$ cat src/rtl/core/grid_trace_clip_ramp_window_assert.svh
// ----------------------------------------------------------------------------
// Grid trace clip ramp window assertion macros
// Shared concurrent assertion forms, clocked on clk and disabled during rst.
// ----------------------------------------------------------------------------
`ifndef GRID_TRACE_CLIP_RAMP_WINDOW_ASSERT_SVH
`define GRID_TRACE_CLIP_RAMP_WINDOW_ASSERT_SVH

// The consequent must hold in the same cycle as the antecedent.
`define GTCRW_ASSERT_IMPLY(label, cond, expr) \
  label: assert property (@(posedge clk) disable iff (rst) (cond) |-> (expr)) \
    else $error("gtcrw same-cycle check failed");

// The consequent must hold in the cycle after the antecedent.
`define GTCRW_ASSERT_NEXT(label, cond, expr) \
  label: assert property (@(posedge clk) disable iff (rst) (cond) |=> (expr)) \
    else $error("gtcrw next-cycle check failed");

`endif

$ cat src/rtl/core/gtcrw_pkg.sv
`timescale 1ns / 1ps
// ----------------------------------------------------------------------------
// gtcrw_pkg
// Shared constants, register indexes and inter-module types.
// ----------------------------------------------------------------------------
package gtcrw_pkg;

  localparam int COORD_BITS_DEF  = 12;
  localparam int SAMPLE_BITS_DEF = 32;
  localparam int DATA_W          = 32;
  localparam int CFG_W           = 64;
  localparam int CFG_IDX_W       = 3;
  localparam int MODE_W          = 3;
  localparam int GRID_W          = 60;
  localparam int DIMS            = 5;
  localparam int OUTER_DIMS      = 4;
  localparam int FIFO_DEPTH      = 4;
  localparam int DIV_BITS        = 33;
  localparam int QUOT_W          = 34;

  typedef enum logic [CFG_IDX_W-1:0] {
    REG_LOWER_CLIP = 3'd0,
    REG_UPPER_CLIP = 3'd1,
    REG_CLIP_MODE  = 3'd2,
    REG_FILL_VALUE = 3'd3,
    REG_RAMP_ENDS  = 3'd4,
    REG_GRID_SIZE  = 3'd5,
    REG_ZONE_LOW   = 3'd6,
    REG_ZONE_HIGH  = 3'd7
  } cfg_reg_t;

  typedef enum logic [1:0] {
    OP_PASS  = 2'd0,
    OP_START = 2'd1,
    OP_STEP  = 2'd2
  } item_op_t;

  typedef struct packed {
    item_op_t op;
    logic     pass;
    logic     tend;
    logic     gend;
    logic     first;
  } item_ctl_t;

  typedef struct packed {
    logic                     busy;
    logic signed [QUOT_W-1:0] quot;
  } div_rsp_t;

endpackage

$ cat src/rtl/core/gtcrw_fifo.sv
`timescale 1ns / 1ps
// ----------------------------------------------------------------------------
// gtcrw_fifo
// Short register queue between the classifying front end and the back end.
// ----------------------------------------------------------------------------
module gtcrw_fifo #(
  parameter int WIDTH = 8,
  parameter int DEPTH = gtcrw_pkg::FIFO_DEPTH
) (
  input  logic             clk,
  input  logic             rst,
  input  logic             push,
  input  logic [WIDTH-1:0] wdata,
  input  logic             pop,
  output logic [WIDTH-1:0] rdata,
  output logic             full,
  output logic             empty
);

  localparam int AW = (DEPTH > 1) ? $clog2(DEPTH) : 1;

  logic [WIDTH-1:0] mem [DEPTH];
  logic [AW-1:0]    wptr;
  logic [AW-1:0]    rptr;
  logic [AW:0]      count;

  assign full  = (count == (AW+1)'(DEPTH));
  assign empty = (count == '0);
  assign rdata = mem[rptr];

  always_ff @(posedge clk) begin
    if (push) begin
      mem[wptr] <= wdata;
    end
  end

  always_ff @(posedge clk) begin
    if (rst) begin
      wptr  <= '0;
      rptr  <= '0;
      count <= '0;
    end else begin
      if (push) begin
        wptr <= (wptr == AW'(DEPTH - 1)) ? '0 : wptr + 1'b1;
      end
      if (pop) begin
        rptr <= (rptr == AW'(DEPTH - 1)) ? '0 : rptr + 1'b1;
      end
      if (push && !pop) begin
        count <= count + 1'b1;
      end else if (pop && !push) begin
        count <= count - 1'b1;
      end
    end
  end

endmodule

$ cat src/rtl/core/gtcrw_front.sv
`timescale 1ns / 1ps
// ----------------------------------------------------------------------------
// gtcrw_front
// Accepts samples, tracks grid position and classifies each beat.
// ----------------------------------------------------------------------------
module gtcrw_front #(
  parameter int COORD_BITS = gtcrw_pkg::COORD_BITS_DEF
) (
  input  logic                                  clk,
  input  logic                                  rst,
  input  logic                                  in_valid,
  output logic                                  in_stall,
  input  logic signed [gtcrw_pkg::DATA_W-1:0]   sample_in,
  input  logic signed [gtcrw_pkg::DATA_W-1:0]   lower_clip,
  input  logic signed [gtcrw_pkg::DATA_W-1:0]   upper_clip,
  input  logic [gtcrw_pkg::MODE_W-1:0]          clip_mode,
  input  logic [gtcrw_pkg::GRID_W-1:0]          grid_size,
  input  logic [gtcrw_pkg::GRID_W-1:0]          zone_low,
  input  logic [gtcrw_pkg::GRID_W-1:0]          zone_high,
  input  logic                                  full,
  output logic                                  push,
  output gtcrw_pkg::item_ctl_t                  push_ctl,
  output logic [COORD_BITS-1:0]                 push_rem,
  output logic signed [gtcrw_pkg::DATA_W-1:0]   push_sample
);

  logic [COORD_BITS-1:0]                             sample_index;
  logic [gtcrw_pkg::OUTER_DIMS-1:0][COORD_BITS-1:0]  trace_coords;
  logic                                              search_open;
  logic                                              ramp_active;

  logic [COORD_BITS-1:0]                             index_next;
  logic [gtcrw_pkg::OUTER_DIMS-1:0][COORD_BITS-1:0]  coords_next;
  logic [gtcrw_pkg::DIMS-1:0][COORD_BITS-1:0]        coords;
  logic                                              search_next;
  logic                                              ramp_next;
  logic                                              idx0;
  logic                                              so;
  logic                                              ra;
  logic                                              carry;
  logic [COORD_BITS-1:0]                             size0;
  logic signed [gtcrw_pkg::DATA_W-1:0]               xl;

  assign in_stall = full;
  assign push     = in_valid && !full;

  always_comb begin
    idx0  = (sample_index == '0);
    so    = idx0 || search_open;
    ra    = !idx0 && ramp_active;
    size0 = grid_size[COORD_BITS-1:0];
    xl    = (clip_mode[0] && (sample_in < lower_clip)) ? lower_clip : sample_in;

    push_ctl.op    = gtcrw_pkg::OP_PASS;
    push_ctl.first = idx0 && (trace_coords == '0);
    push_sample    = xl;
    search_next    = so;
    ramp_next      = ra;

    if (clip_mode[2]) begin
      if (ra) begin
        push_ctl.op = gtcrw_pkg::OP_STEP;
      end else if (so && (xl > upper_clip)) begin
        search_next = 1'b0;
        if (!idx0) begin
          push_ctl.op = gtcrw_pkg::OP_START;
          ramp_next   = 1'b1;
        end
      end
    end else if (clip_mode[1] && (xl > upper_clip)) begin
      push_sample = upper_clip;
    end

    push_ctl.tend = (sample_index >= size0);
    push_rem      = (sample_index < size0) ? (size0 - sample_index) : '0;

    coords[0] = sample_index;
    for (int d = 0; d < gtcrw_pkg::OUTER_DIMS; d++) begin
      coords[d+1] = trace_coords[d];
    end
    push_ctl.pass = 1'b1;
    for (int d = 0; d < gtcrw_pkg::DIMS; d++) begin
      if ((coords[d] < zone_low[d*COORD_BITS +: COORD_BITS]) ||
          (coords[d] > zone_high[d*COORD_BITS +: COORD_BITS])) begin
        push_ctl.pass = 1'b0;
      end
    end

    carry = push_ctl.tend;
    for (int d = 0; d < gtcrw_pkg::OUTER_DIMS; d++) begin
      coords_next[d] = trace_coords[d];
      if (carry) begin
        if (trace_coords[d] >= grid_size[(d+1)*COORD_BITS +: COORD_BITS]) begin
          coords_next[d] = '0;
        end else begin
          coords_next[d] = trace_coords[d] + 1'b1;
          carry          = 1'b0;
        end
      end
    end
    push_ctl.gend = carry;

    if (push_ctl.tend) begin
      index_next = '0;
      ramp_next  = 1'b0;
    end else begin
      index_next = sample_index + 1'b1;
    end
  end

  always_ff @(posedge clk) begin
    if (rst) begin
      sample_index <= '0;
      trace_coords <= '0;
      search_open  <= 1'b1;
      ramp_active  <= 1'b0;
    end else if (push) begin
      sample_index <= index_next;
      trace_coords <= coords_next;
      search_open  <= search_next;
      ramp_active  <= ramp_next;
    end
  end

endmodule

$ cat src/rtl/core/gtcrw_div.sv
`timescale 1ns / 1ps
// ----------------------------------------------------------------------------
// gtcrw_div
// Radix-2 restoring divider for the ramp step, one quotient bit per cycle.
// ----------------------------------------------------------------------------
module gtcrw_div #(
  parameter int COORD_BITS = gtcrw_pkg::COORD_BITS_DEF
) (
  input  logic                                  clk,
  input  logic                                  rst,
  input  logic                                  start,
  input  logic signed [gtcrw_pkg::DIV_BITS-1:0] dividend,
  input  logic [COORD_BITS-1:0]                 divisor,
  output gtcrw_pkg::div_rsp_t                   rsp
);

  localparam int DB    = gtcrw_pkg::DIV_BITS;
  localparam int QW    = gtcrw_pkg::QUOT_W;
  localparam int CNT_W = $clog2(DB + 1);

  logic                  busy;
  logic [CNT_W-1:0]      cnt;
  logic [COORD_BITS-1:0] acc;
  logic [DB-1:0]         q;
  logic [COORD_BITS-1:0] dvsr;
  logic                  neg;

  logic [COORD_BITS:0]   trial;
  logic [COORD_BITS:0]   diff;
  logic                  ge;
  logic [DB-1:0]         mag;
  logic signed [QW-1:0]  quot_mag;

  always_comb begin
    trial    = {acc, q[DB-1]};
    diff     = trial - {1'b0, dvsr};
    ge       = (trial >= {1'b0, dvsr});
    mag      = dividend[DB-1] ? DB'(-dividend) : dividend;
    quot_mag = signed'({1'b0, q});
    rsp.busy = busy;
    rsp.quot = neg ? -quot_mag : quot_mag;
  end

  always_ff @(posedge clk) begin
    if (start) begin
      acc  <= '0;
      q    <= mag;
      dvsr <= divisor;
      neg  <= dividend[DB-1];
    end else if (busy) begin
      acc <= ge ? diff[COORD_BITS-1:0] : trial[COORD_BITS-1:0];
      q   <= {q[DB-2:0], ge};
    end
  end

  always_ff @(posedge clk) begin
    if (rst) begin
      busy <= 1'b0;
      cnt  <= '0;
    end else if (start) begin
      busy <= 1'b1;
      cnt  <= CNT_W'(DB);
    end else if (busy) begin
      cnt <= cnt - 1'b1;
      if (cnt == CNT_W'(1)) begin
        busy <= 1'b0;
      end
    end
  end

endmodule

$ cat src/rtl/core/gtcrw_back.sv
`timescale 1ns / 1ps
// ----------------------------------------------------------------------------
// gtcrw_back
// Executes classified beats: ramp generation, fill, min/max and result register.
// ----------------------------------------------------------------------------
`include "grid_trace_clip_ramp_window_assert.svh"

module gtcrw_back #(
  parameter int COORD_BITS  = gtcrw_pkg::COORD_BITS_DEF,
  parameter int SAMPLE_BITS = gtcrw_pkg::SAMPLE_BITS_DEF
) (
  input  logic                                  clk,
  input  logic                                  rst,
  input  logic                                  head_valid,
  input  gtcrw_pkg::item_ctl_t                  head_ctl,
  input  logic [COORD_BITS-1:0]                 head_rem,
  input  logic signed [gtcrw_pkg::DATA_W-1:0]   head_sample,
  output logic                                  pop,
  input  logic signed [gtcrw_pkg::DATA_W-1:0]   fill_value,
  input  logic [gtcrw_pkg::CFG_W-1:0]           ramp_ends,
  output logic                                  div_start,
  output logic signed [gtcrw_pkg::DIV_BITS-1:0] div_dividend,
  output logic [COORD_BITS-1:0]                 div_divisor,
  input  gtcrw_pkg::div_rsp_t                   div_rsp,
  output logic                                  out_valid,
  input  logic                                  out_stall,
  output logic signed [gtcrw_pkg::DATA_W-1:0]   sample_out,
  output logic                                  trace_end,
  output logic                                  grid_end,
  output logic signed [gtcrw_pkg::DATA_W-1:0]   grid_min,
  output logic signed [gtcrw_pkg::DATA_W-1:0]   grid_max
);

  localparam int QW = gtcrw_pkg::QUOT_W;
  localparam int DW = gtcrw_pkg::DATA_W;
  localparam logic signed [QW-1:0] SMAX_W =
    {{(QW-SAMPLE_BITS+1){1'b0}}, {(SAMPLE_BITS-1){1'b1}}};
  localparam logic signed [QW-1:0] SMIN_W = ~SMAX_W;

  typedef enum logic [1:0] {
    BS_RUN = 2'b01,
    BS_DIV = 2'b10
  } back_state_t;

  back_state_t state;
  back_state_t state_next;

  logic signed [SAMPLE_BITS-1:0] ramp_level;
  logic signed [SAMPLE_BITS-1:0] ramp_step;

  logic                          can_out;
  logic                          produce;
  logic signed [DW-1:0]          rbeg;
  logic signed [DW-1:0]          rend;
  logic signed [SAMPLE_BITS-1:0] level_start;
  logic signed [SAMPLE_BITS-1:0] level_add;
  logic signed [SAMPLE_BITS-1:0] step_new;
  logic signed [DW-1:0]          x;
  logic signed [DW-1:0]          min_next;
  logic signed [DW-1:0]          max_next;

  function automatic logic signed [SAMPLE_BITS-1:0] sat(input logic signed [QW-1:0] v);
    logic signed [SAMPLE_BITS-1:0] r;
    if (v > SMAX_W) begin
      r = SMAX_W[SAMPLE_BITS-1:0];
    end else if (v < SMIN_W) begin
      r = SMIN_W[SAMPLE_BITS-1:0];
    end else begin
      r = v[SAMPLE_BITS-1:0];
    end
    return r;
  endfunction

  always_comb begin
    can_out      = !out_valid || !out_stall;
    rbeg         = signed'(ramp_ends[DW-1:0]);
    rend         = signed'(ramp_ends[2*DW-1:DW]);
    div_dividend = gtcrw_pkg::DIV_BITS'(rend) - gtcrw_pkg::DIV_BITS'(rbeg);
    div_divisor  = head_rem;
    level_start  = sat(QW'(rbeg));
    level_add    = sat(QW'(ramp_level) + QW'(ramp_step));
    step_new     = (head_rem == '0) ? '0 : sat(div_rsp.quot);

    div_start = (state == BS_RUN) && head_valid && can_out &&
                (head_ctl.op == gtcrw_pkg::OP_START) && (head_rem != '0);
    produce   = head_valid && can_out &&
                (((state == BS_RUN) && !div_start) ||
                 ((state == BS_DIV) && !div_rsp.busy));
    pop       = produce;

    case (head_ctl.op)
      gtcrw_pkg::OP_START: x = DW'(level_start);
      gtcrw_pkg::OP_STEP:  x = DW'(level_add);
      default:             x = head_sample;
    endcase
    if (!head_ctl.pass) begin
      x = fill_value;
    end

    if (head_ctl.first) begin
      min_next = x;
      max_next = x;
    end else begin
      min_next = (x < grid_min) ? x : grid_min;
      max_next = (x > grid_max) ? x : grid_max;
    end

    state_next = state;
    unique case (state)
      BS_RUN: begin
        if (div_start) begin
          state_next = BS_DIV;
        end
      end
      BS_DIV: begin
        if (produce) begin
          state_next = BS_RUN;
        end
      end
      default: state_next = BS_RUN;
    endcase
  end

  always_ff @(posedge clk) begin
    if (rst) begin
      state     <= BS_RUN;
      out_valid <= 1'b0;
    end else begin
      state <= state_next;
      if (produce) begin
        out_valid <= 1'b1;
      end else if (!out_stall) begin
        out_valid <= 1'b0;
      end
    end
  end

  always_ff @(posedge clk) begin
    if (rst) begin
      ramp_level <= '0;
      ramp_step  <= '0;
    end else if (produce) begin
      if (head_ctl.op == gtcrw_pkg::OP_START) begin
        ramp_level <= level_start;
        ramp_step  <= step_new;
      end else if (head_ctl.op == gtcrw_pkg::OP_STEP) begin
        ramp_level <= level_add;
      end
    end
  end

  always_ff @(posedge clk) begin
    if (produce) begin
      sample_out <= x;
      trace_end  <= head_ctl.tend;
      grid_end   <= head_ctl.gend;
      grid_min   <= min_next;
      grid_max   <= max_next;
    end
  end

  `GTCRW_ASSERT_NEXT(a_launch_busy, div_start, div_rsp.busy)
  `GTCRW_ASSERT_IMPLY(a_div_head, state == BS_DIV, head_valid && head_ctl.op == gtcrw_pkg::OP_START)
  `GTCRW_ASSERT_IMPLY(a_pop_head, pop, head_valid && can_out)
  `GTCRW_ASSERT_IMPLY(a_grid_in_trace, out_valid && grid_end, trace_end)

endmodule

$ cat src/rtl/core/grid_trace_clip_ramp_window.sv
`timescale 1ns / 1ps
// ----------------------------------------------------------------------------
// grid_trace_clip_ramp_window
// Clip, ramp and pass-zone window over a five-dimensional sample grid.
// ----------------------------------------------------------------------------
// Samples enter in trace order, one beat per cycle while the queue is not full,
// and each produces one result beat. The front end counts grid position,
// applies the lower and upper clamps and classifies the beat; a four-entry
// queue feeds the back end, which builds ramps, applies the fill value and
// tracks grid min/max into an output register. Ordinary beats pass through the
// back end without waiting on the divider. The beat that starts a ramp with a
// nonzero remaining length holds the back end while the 33-bit radix-2 step
// divider runs; that beat stays at the head of the queue, so the queue keeps
// taking up to three more beats meanwhile. Configuration takes effect in the cycle after the write.
module grid_trace_clip_ramp_window #(
  parameter int COORD_BITS  = gtcrw_pkg::COORD_BITS_DEF,
  parameter int SAMPLE_BITS = gtcrw_pkg::SAMPLE_BITS_DEF
) (
  input  logic                                 clk,
  input  logic                                 rst,
  input  logic                                 cfg_write,
  input  logic [gtcrw_pkg::CFG_IDX_W-1:0]      cfg_index,
  input  logic [gtcrw_pkg::CFG_W-1:0]          cfg_data,
  input  logic                                 in_valid,
  output logic                                 in_stall,
  input  logic signed [gtcrw_pkg::DATA_W-1:0]  sample_in,
  output logic                                 out_valid,
  input  logic                                 out_stall,
  output logic signed [gtcrw_pkg::DATA_W-1:0]  sample_out,
  output logic                                 trace_end,
  output logic                                 grid_end,
  output logic signed [gtcrw_pkg::DATA_W-1:0]  grid_min,
  output logic signed [gtcrw_pkg::DATA_W-1:0]  grid_max
);

  localparam int DW      = gtcrw_pkg::DATA_W;
  localparam int ENTRY_W = $bits(gtcrw_pkg::item_ctl_t) + COORD_BITS + DW;

  logic signed [DW-1:0]                lower_clip;
  logic signed [DW-1:0]                upper_clip;
  logic [gtcrw_pkg::MODE_W-1:0]        clip_mode;
  logic signed [DW-1:0]                fill_value;
  logic [gtcrw_pkg::CFG_W-1:0]         ramp_ends;
  logic [gtcrw_pkg::GRID_W-1:0]        grid_size;
  logic [gtcrw_pkg::GRID_W-1:0]        zone_low;
  logic [gtcrw_pkg::GRID_W-1:0]        zone_high;

  logic                                push;
  gtcrw_pkg::item_ctl_t                push_ctl;
  logic [COORD_BITS-1:0]               push_rem;
  logic signed [DW-1:0]                push_sample;
  logic                                full;
  logic                                empty;
  logic                                pop;
  logic [ENTRY_W-1:0]                  rdata;
  gtcrw_pkg::item_ctl_t                head_ctl;
  logic [COORD_BITS-1:0]               head_rem;
  logic signed [DW-1:0]                head_sample;

  logic                                div_start;
  logic signed [gtcrw_pkg::DIV_BITS-1:0] div_dividend;
  logic [COORD_BITS-1:0]               div_divisor;
  gtcrw_pkg::div_rsp_t                 div_rsp;

  always_ff @(posedge clk) begin
    if (rst) begin
      lower_clip <= signed'({1'b1, {(DW-1){1'b0}}});
      upper_clip <= signed'({1'b0, {(DW-1){1'b1}}});
      clip_mode  <= '0;
      fill_value <= '0;
      ramp_ends  <= '0;
      grid_size  <= '0;
      zone_low   <= '0;
      zone_high  <= '0;
    end else if (cfg_write) begin
      unique case (gtcrw_pkg::cfg_reg_t'(cfg_index))
        gtcrw_pkg::REG_LOWER_CLIP: lower_clip <= signed'(cfg_data[DW-1:0]);
        gtcrw_pkg::REG_UPPER_CLIP: upper_clip <= signed'(cfg_data[DW-1:0]);
        gtcrw_pkg::REG_CLIP_MODE:  clip_mode  <= cfg_data[gtcrw_pkg::MODE_W-1:0];
        gtcrw_pkg::REG_FILL_VALUE: fill_value <= signed'(cfg_data[DW-1:0]);
        gtcrw_pkg::REG_RAMP_ENDS:  ramp_ends  <= cfg_data;
        gtcrw_pkg::REG_GRID_SIZE:  grid_size  <= cfg_data[gtcrw_pkg::GRID_W-1:0];
        gtcrw_pkg::REG_ZONE_LOW:   zone_low   <= cfg_data[gtcrw_pkg::GRID_W-1:0];
        gtcrw_pkg::REG_ZONE_HIGH:  zone_high  <= cfg_data[gtcrw_pkg::GRID_W-1:0];
        default: ;
      endcase
    end
  end

  gtcrw_front #(
    .COORD_BITS (COORD_BITS)
  ) u_front (
    .clk         (clk),
    .rst         (rst),
    .in_valid    (in_valid),
    .in_stall    (in_stall),
    .sample_in   (sample_in),
    .lower_clip  (lower_clip),
    .upper_clip  (upper_clip),
    .clip_mode   (clip_mode),
    .grid_size   (grid_size),
    .zone_low    (zone_low),
    .zone_high   (zone_high),
    .full        (full),
    .push        (push),
    .push_ctl    (push_ctl),
    .push_rem    (push_rem),
    .push_sample (push_sample)
  );

  gtcrw_fifo #(
    .WIDTH (ENTRY_W),
    .DEPTH (gtcrw_pkg::FIFO_DEPTH)
  ) u_fifo (
    .clk   (clk),
    .rst   (rst),
    .push  (push),
    .wdata ({push_ctl, push_rem, push_sample}),
    .pop   (pop),
    .rdata (rdata),
    .full  (full),
    .empty (empty)
  );

  assign head_sample = signed'(rdata[DW-1:0]);
  assign head_rem    = rdata[DW +: COORD_BITS];
  assign head_ctl    = gtcrw_pkg::item_ctl_t'(rdata[ENTRY_W-1 -: $bits(gtcrw_pkg::item_ctl_t)]);

  gtcrw_div #(
    .COORD_BITS (COORD_BITS)
  ) u_div (
    .clk      (clk),
    .rst      (rst),
    .start    (div_start),
    .dividend (div_dividend),
    .divisor  (div_divisor),
    .rsp      (div_rsp)
  );

  gtcrw_back #(
    .COORD_BITS  (COORD_BITS),
    .SAMPLE_BITS (SAMPLE_BITS)
  ) u_back (
    .clk          (clk),
    .rst          (rst),
    .head_valid   (!empty),
    .head_ctl     (head_ctl),
    .head_rem     (head_rem),
    .head_sample  (head_sample),
    .pop          (pop),
    .fill_value   (fill_value),
    .ramp_ends    (ramp_ends),
    .div_start    (div_start),
    .div_dividend (div_dividend),
    .div_divisor  (div_divisor),
    .div_rsp      (div_rsp),
    .out_valid    (out_valid),
    .out_stall    (out_stall),
    .sample_out   (sample_out),
    .trace_end    (trace_end),
    .grid_end     (grid_end),
    .grid_min     (grid_min),
    .grid_max     (grid_max)
  );

endmodule

$ cat config.mk
export PLATFORM = sky130hd
export DESIGN_NAME = grid_trace_clip_ramp_window
export DESIGN_NICKNAME = d
export VERILOG_FILES = /design/src/rtl/core/gtcrw_pkg.sv /design/src/rtl/core/gtcrw_fifo.sv /design/src/rtl/core/gtcrw_front.sv /design/src/rtl/core/gtcrw_div.sv /design/src/rtl/core/gtcrw_back.sv /design/src/rtl/core/grid_trace_clip_ramp_window.sv
export VERILOG_INCLUDE_DIRS = /design/src /design/src/rtl/core
export SDC_FILE = /design/constraint.sdc
export NUM_CORES = 2
export LEC_CHECK = 0
export BUFFER_PORTS_ARGS = -buffer_cell sky130_fd_sc_hd__buf_4
export CORE_MARGIN = 5
export CORE_UTILIZATION = 55
export CTS_BUF_LIST = sky130_fd_sc_hd__clkbuf_4
export DETAILED_ROUTE_END_ITERATION = 7
export GPL_ROUTABILITY_DRIVEN = 0
export PLACE_DENSITY = 0.71
export SYNTH_ARGS = -nofsm -noshare
export SYNTH_HDL_FRONTEND = slang
export SYNTH_HIERARCHICAL = 1
export SYNTH_SLANG_ARGS = --single-unit
export TNS_END_PERCENT = 5
$ cat constraint.sdc
create_clock -name clk -period 18.3 [get_ports clk]
set_input_delay 2.745 -clock clk [delete_from_list [all_inputs] [get_ports clk]]
set_output_delay 2.745 -clock clk [all_outputs]
set_load 0.01 [all_outputs]
==> PnR_summary.wiki <==
{| class="wikitable"
! Metric !! Value
|-
| Setup TNS Final || 0 ns
|-
| Residual overflow from global routing || 0
|-
| Wire length per cell || 21.2 µm
|-
| Vert. Die Dim || 304 µm
|-
| Number of antenna violations at the first check in global routing || 6
|-
| Relative slew margins || ~15%
|-
| H-tree lvl count || 4
|-
| Library cell contributing the largest single delay on the critical path || sky130_fd_sc_hd__a31oi_4
|-
| Dpl ws || 9.44 ns
|-
| Hold depth || 2
|-
| Post-route core utilization || 61.6%
|-
| CP max stage delay || 0.97 ns
|-
| Number of buffers created by CTS || approximately 220
|-
| Number of logic stages on the critical path including buffering || 23
|-
| Mean Syn Cell Area || 10.1 µm²
|-
| Antenna-violating nets left || 0
|-
| Global-route wire length before repair || 202,000 µm
|-
| Top-area cell type share of the netlist area || 21.7%
|-
| I/O pin count || approximately 200
|-
| CTS Hold Buffers Added || 0
|-
| Outcome || complete, no violations
|-
| Number of placed instances with taps included || 5,855
|-
| WS Path Type || register to register
|-
| Required @ worst endpoint || between 15 and 20 ns
|-
| Largest cells by area after synthesis || sky130_fd_sc_hd__edfxtp_1, sky130_fd_sc_hd__dfxtp_1, sky130_fd_sc_hd__ha_1, sky130_fd_sc_hd__mux2i_1, sky130_fd_sc_hd__nand2b_1
|-
| Cell Chain, Critical Path || ha_1, inv_1, fa_1, and2b_1, o2111ai_1, and3_4, nor2_1, a21oi_1, o311a_2, mux2i_4, o31ai_1, nor2b_1, o21ai_0, ha_1, nand4_1, nor4_1, nand2_1, a2111oi_0, a221oi_1, o21ai_0, a211oi_1, or2_0, a31oi_4
|-
| Critical path arrival || a little under 9 ns
|-
| Total detailed-routing wirelength || 133,000 µm
|-
| Peak Freq || 0.122 GHz
|-
| Peak fanout along the critical path || 36
|-
| Clock tree from TritonCTS || built
|-
| Worst VDD drop || between 70 and 80 µV
|-
| Non-Filler Instances || 6,273
|-
| Combined area of all synthesized cells || 47,600 µm²
|-
| Final clock skew || 0.101 ns
|-
| Number of synthesized flops with an enable pin || 344
|-
| Path category of the worst min-delay check || register to register
|-
| Number of warnings issued by yosys || 6
|-
| Signed area change from the synthesized netlist to the final layout || 10.8%
|-
| Placeable core region || roughly 86,000 µm²
|-
| Clk buf depth || 3
|-
| RSZ-0062 raised after global routing || false
|-
| Total count of max-transition violations in the final report || 0
|-
| Number of vias in the routed layout || between 30,000 and 40,000
|-
| Pwr per Cell Area || 126 nW/µm²
|-
| Vias in the first global route || 35,000
|-
| Via-to-Cell Ratio || 5.76
|-
| Number of buffer and inverter instances along the worst setup path || 1
|-
| Fin nets || 5,437
|-
| Library cell occupying the most area in the post-synthesis netlist || sky130_fd_sc_hd__edfxtp_1
|-
| Post-synth cell types || 100
|-
| Number of max-cap violations || 0
|-
| Final-report setup violation count || 0
|-
| Maximum number of pins on one net before global-route repair || approximately 120
|-
| Sum of internal, switching and leakage power || 6.64 mW
|-
| Cells after Synth || 4,693
|-
| Remaining DRCs || 0
|-
| Count of port buffers added during placement || 203
|-
| Most instantiated flip-flop cell in the synthesis netlist || sky130_fd_sc_hd__dfxtp_1
|-
| Setup slack of the critical path after layout || 10.07 ns
|-
| #FFs+latches synth || 844
|-
| Final cycle utilization of the critical path || between 40 and 50%
|-
| Effective utilization at floorplan || 55.6%
|-
| Detailed Place HPWL || 96,000 µm
|-
| Gate family responsible for the most delay along the worst path || compound AO/OA/AOI/OAI gates
|-
| Total cell area at the placement stage || 49,900 µm²
|-
| Setup bufs post-CTS || 0
|-
| Cell area after layout || ~53,000 µm²
|-
| Critical Path End Type || register
|-
| Category of the worst setup path launch point || register
|-
| Post-Synthesis Net Count || ~5,200
|-
| Min Hold Slack || 0.456 ns
|-
| First-pass detailed-route iteration total || 6
|-
| Share of async-settable or async-resettable flops after synthesis || 0%
|-
| Worst r2r path cells || 23
|-
| Sequential element share of the synthesized area || 42.7%
|-
| Clock-pin slew on the worst setup and hold paths || 0.07 ns
|-
| Transition time at the pin with the least slew margin || 1.26 ns
|-
| Die outline area || 92,500 µm²
|-
| Final period demand of the worst path || 8.23 ns
|-
| Clock Tree Root || sky130_fd_sc_hd__clkbuf_4
|-
| Cells resized by post-CTS repair || 0
|-
| Initial detailed-routing violation count || 3,433
|-
| GRT Resource Usage Total || 27.8%
|-
| TritonCTS Sinks || 844
|-
| Final hold violations || 0
|-
| Commonest cells in the synthesized netlist || sky130_fd_sc_hd__dfxtp_1, sky130_fd_sc_hd__nand2b_1, sky130_fd_sc_hd__inv_1
|-
| Layout cell share with drive strength beyond 1 || 15.1%
|-
| Clock latency at the later pin of the worst-skew pair || 1.15 ns
|-
| Die width || approximately 300 µm
|-
| P_leak || 22.5 nW
|-
| Cell Rows || 107
|-
| Most numerous cell in the Yosys netlist || sky130_fd_sc_hd__dfxtp_1
|}
[worst paths after layout]
path,from,endpoint,slack (ns)
max,u_back/ramp_step[0],u_back/grid_min[21],10.07
min,u_back/ramp_level[11],u_back/ramp_level[11],0.46
max reg2reg,u_back/ramp_step[0],u_back/grid_min[21],10.07
min reg2reg,u_back/ramp_level[11],u_back/ramp_level[11],0.46
[cells by family after synthesis]
group	share of synthesized area [%]
DFF	42.7
xor gates and xnor gates	3.28
muxes	11.7
buffers and inverters	5.48
AOI/OAI and AO/OA	11.4
and+or+nand+nor	14.7
adders and majority gates	10.7
[cell usage in the layout, fill, tap and decap left out, types with 10 or more instances in the layout]
| master | instances |
|---|---|
| sky130_fd_sc_hd__ha_1 | 398 |
| sky130_fd_sc_hd__edfxtp_1 | 344 |
| sky130_fd_sc_hd__diode_2 | 11 |
| sky130_fd_sc_hd__o22ai_1 | 32 |
| sky130_fd_sc_hd__clkbuf_4 | 322 |
| sky130_fd_sc_hd__clkinv_1 | 64 |
| sky130_fd_sc_hd__and4_1 | 12 |
| sky130_fd_sc_hd__nor2b_1 | 30 |
| sky130_fd_sc_hd__a221oi_1 | 27 |
| sky130_fd_sc_hd__buf_4 | 241 |
| sky130_fd_sc_hd__o21a_1 | 31 |
| sky130_fd_sc_hd__a21o_1 | 114 |
| sky130_fd_sc_hd__nor4_1 | 29 |
| sky130_fd_sc_hd__o21ai_0 | 163 |
| sky130_fd_sc_hd__nor2_1 | 279 |
| sky130_fd_sc_hd__o221ai_1 | 11 |
| sky130_fd_sc_hd__xnor2_1 | 106 |
| sky130_fd_sc_hd__a211oi_1 | 19 |
| sky130_fd_sc_hd__nand4_1 | 74 |
| sky130_fd_sc_hd__or2_2 | 15 |
| sky130_fd_sc_hd__nor3_1 | 53 |
| sky130_fd_sc_hd__or3_1 | 27 |
| sky130_fd_sc_hd__a2111oi_0 | 11 |
| sky130_fd_sc_hd__nand2b_1 | 414 |
| sky130_fd_sc_hd__o211ai_1 | 30 |
| sky130_fd_sc_hd__o21bai_1 | 10 |
| sky130_fd_sc_hd__nand3_1 | 50 |
| sky130_fd_sc_hd__mux2_2 | 67 |
| sky130_fd_sc_hd__a21oi_1 | 273 |
| sky130_fd_sc_hd__mux2i_1 | 361 |
| sky130_fd_sc_hd__mux4_2 | 50 |
| sky130_fd_sc_hd__nand2_1 | 233 |
| sky130_fd_sc_hd__inv_1 | 401 |
| sky130_fd_sc_hd__o31ai_1 | 26 |
| sky130_fd_sc_hd__xor2_1 | 72 |
| sky130_fd_sc_hd__a31oi_1 | 14 |
| sky130_fd_sc_hd__dfxtp_1 | 498 |
| sky130_fd_sc_hd__and3_1 | 16 |
[metal layers]
metal  part of all wire, %  GRT usage (%)  vias up
met2                    46           44.5     1340
met1                    43           37.8    17300
li1                      -              -    17300
met3                   7.2           5.00      218
met4                   3.6           10.6        2
met5                0.0098              0        -
[sequential cells by signal, summed over array words and instances (netlist names), 6 cells and up, named ones only]
signal and cells:
u_fifo/mem 200, ramp_ends 64, grid_size 60, zone_high 60, zone_low 60, u_front/coords 48, u_div/q 33, fill_value 32
lower_clip 32, u_back/grid_max 32, u_back/grid_min 32, u_back/ramp_level 32, u_back/ramp_step 32, u_back/sample_out 32, upper_clip 32, u_div/acc 12
u_div/dvsr 12, u_front/sample_index 12, u_div/cnt 6
[final cells by class]
| cell class | count | area [µm²] |
|---|---|---|
| sequential | 844 | 20300 |
| clock buffer | 322 | 2420 |
| inverter | 403 | 1510 |
| timing repair buffer | 242 | 1820 |
| fill | 7187 | 32800 |
| clock inverter | 85 | 418 |
| antenna | 11 | 27.5 |
| multi-input combinational | 3222 | 24800 |
| tap | 1144 | 1430 |
[where the power goes]
group	leakage [nW]	internal, mW	total (mW)	switching [mW]
clock	1.67	0.828	1.64	0.816
sequential	7.25	2.37	2.58	0.201
combinational	13.6	0.896	2.42	1.52
[worst register-to-register path, delay by kind of cell, from the launching register on]
kind | cells | cell delay (ns)
compound gates | 10 | 3.56
fa+ha+maj | 3 | 0.82
flops | 1 | 0.35
buf+inv | 1 | 0.06
simple gates | 8 | 2.15
mux | 1 | 0.83
(Power assumes the default switching activity.)
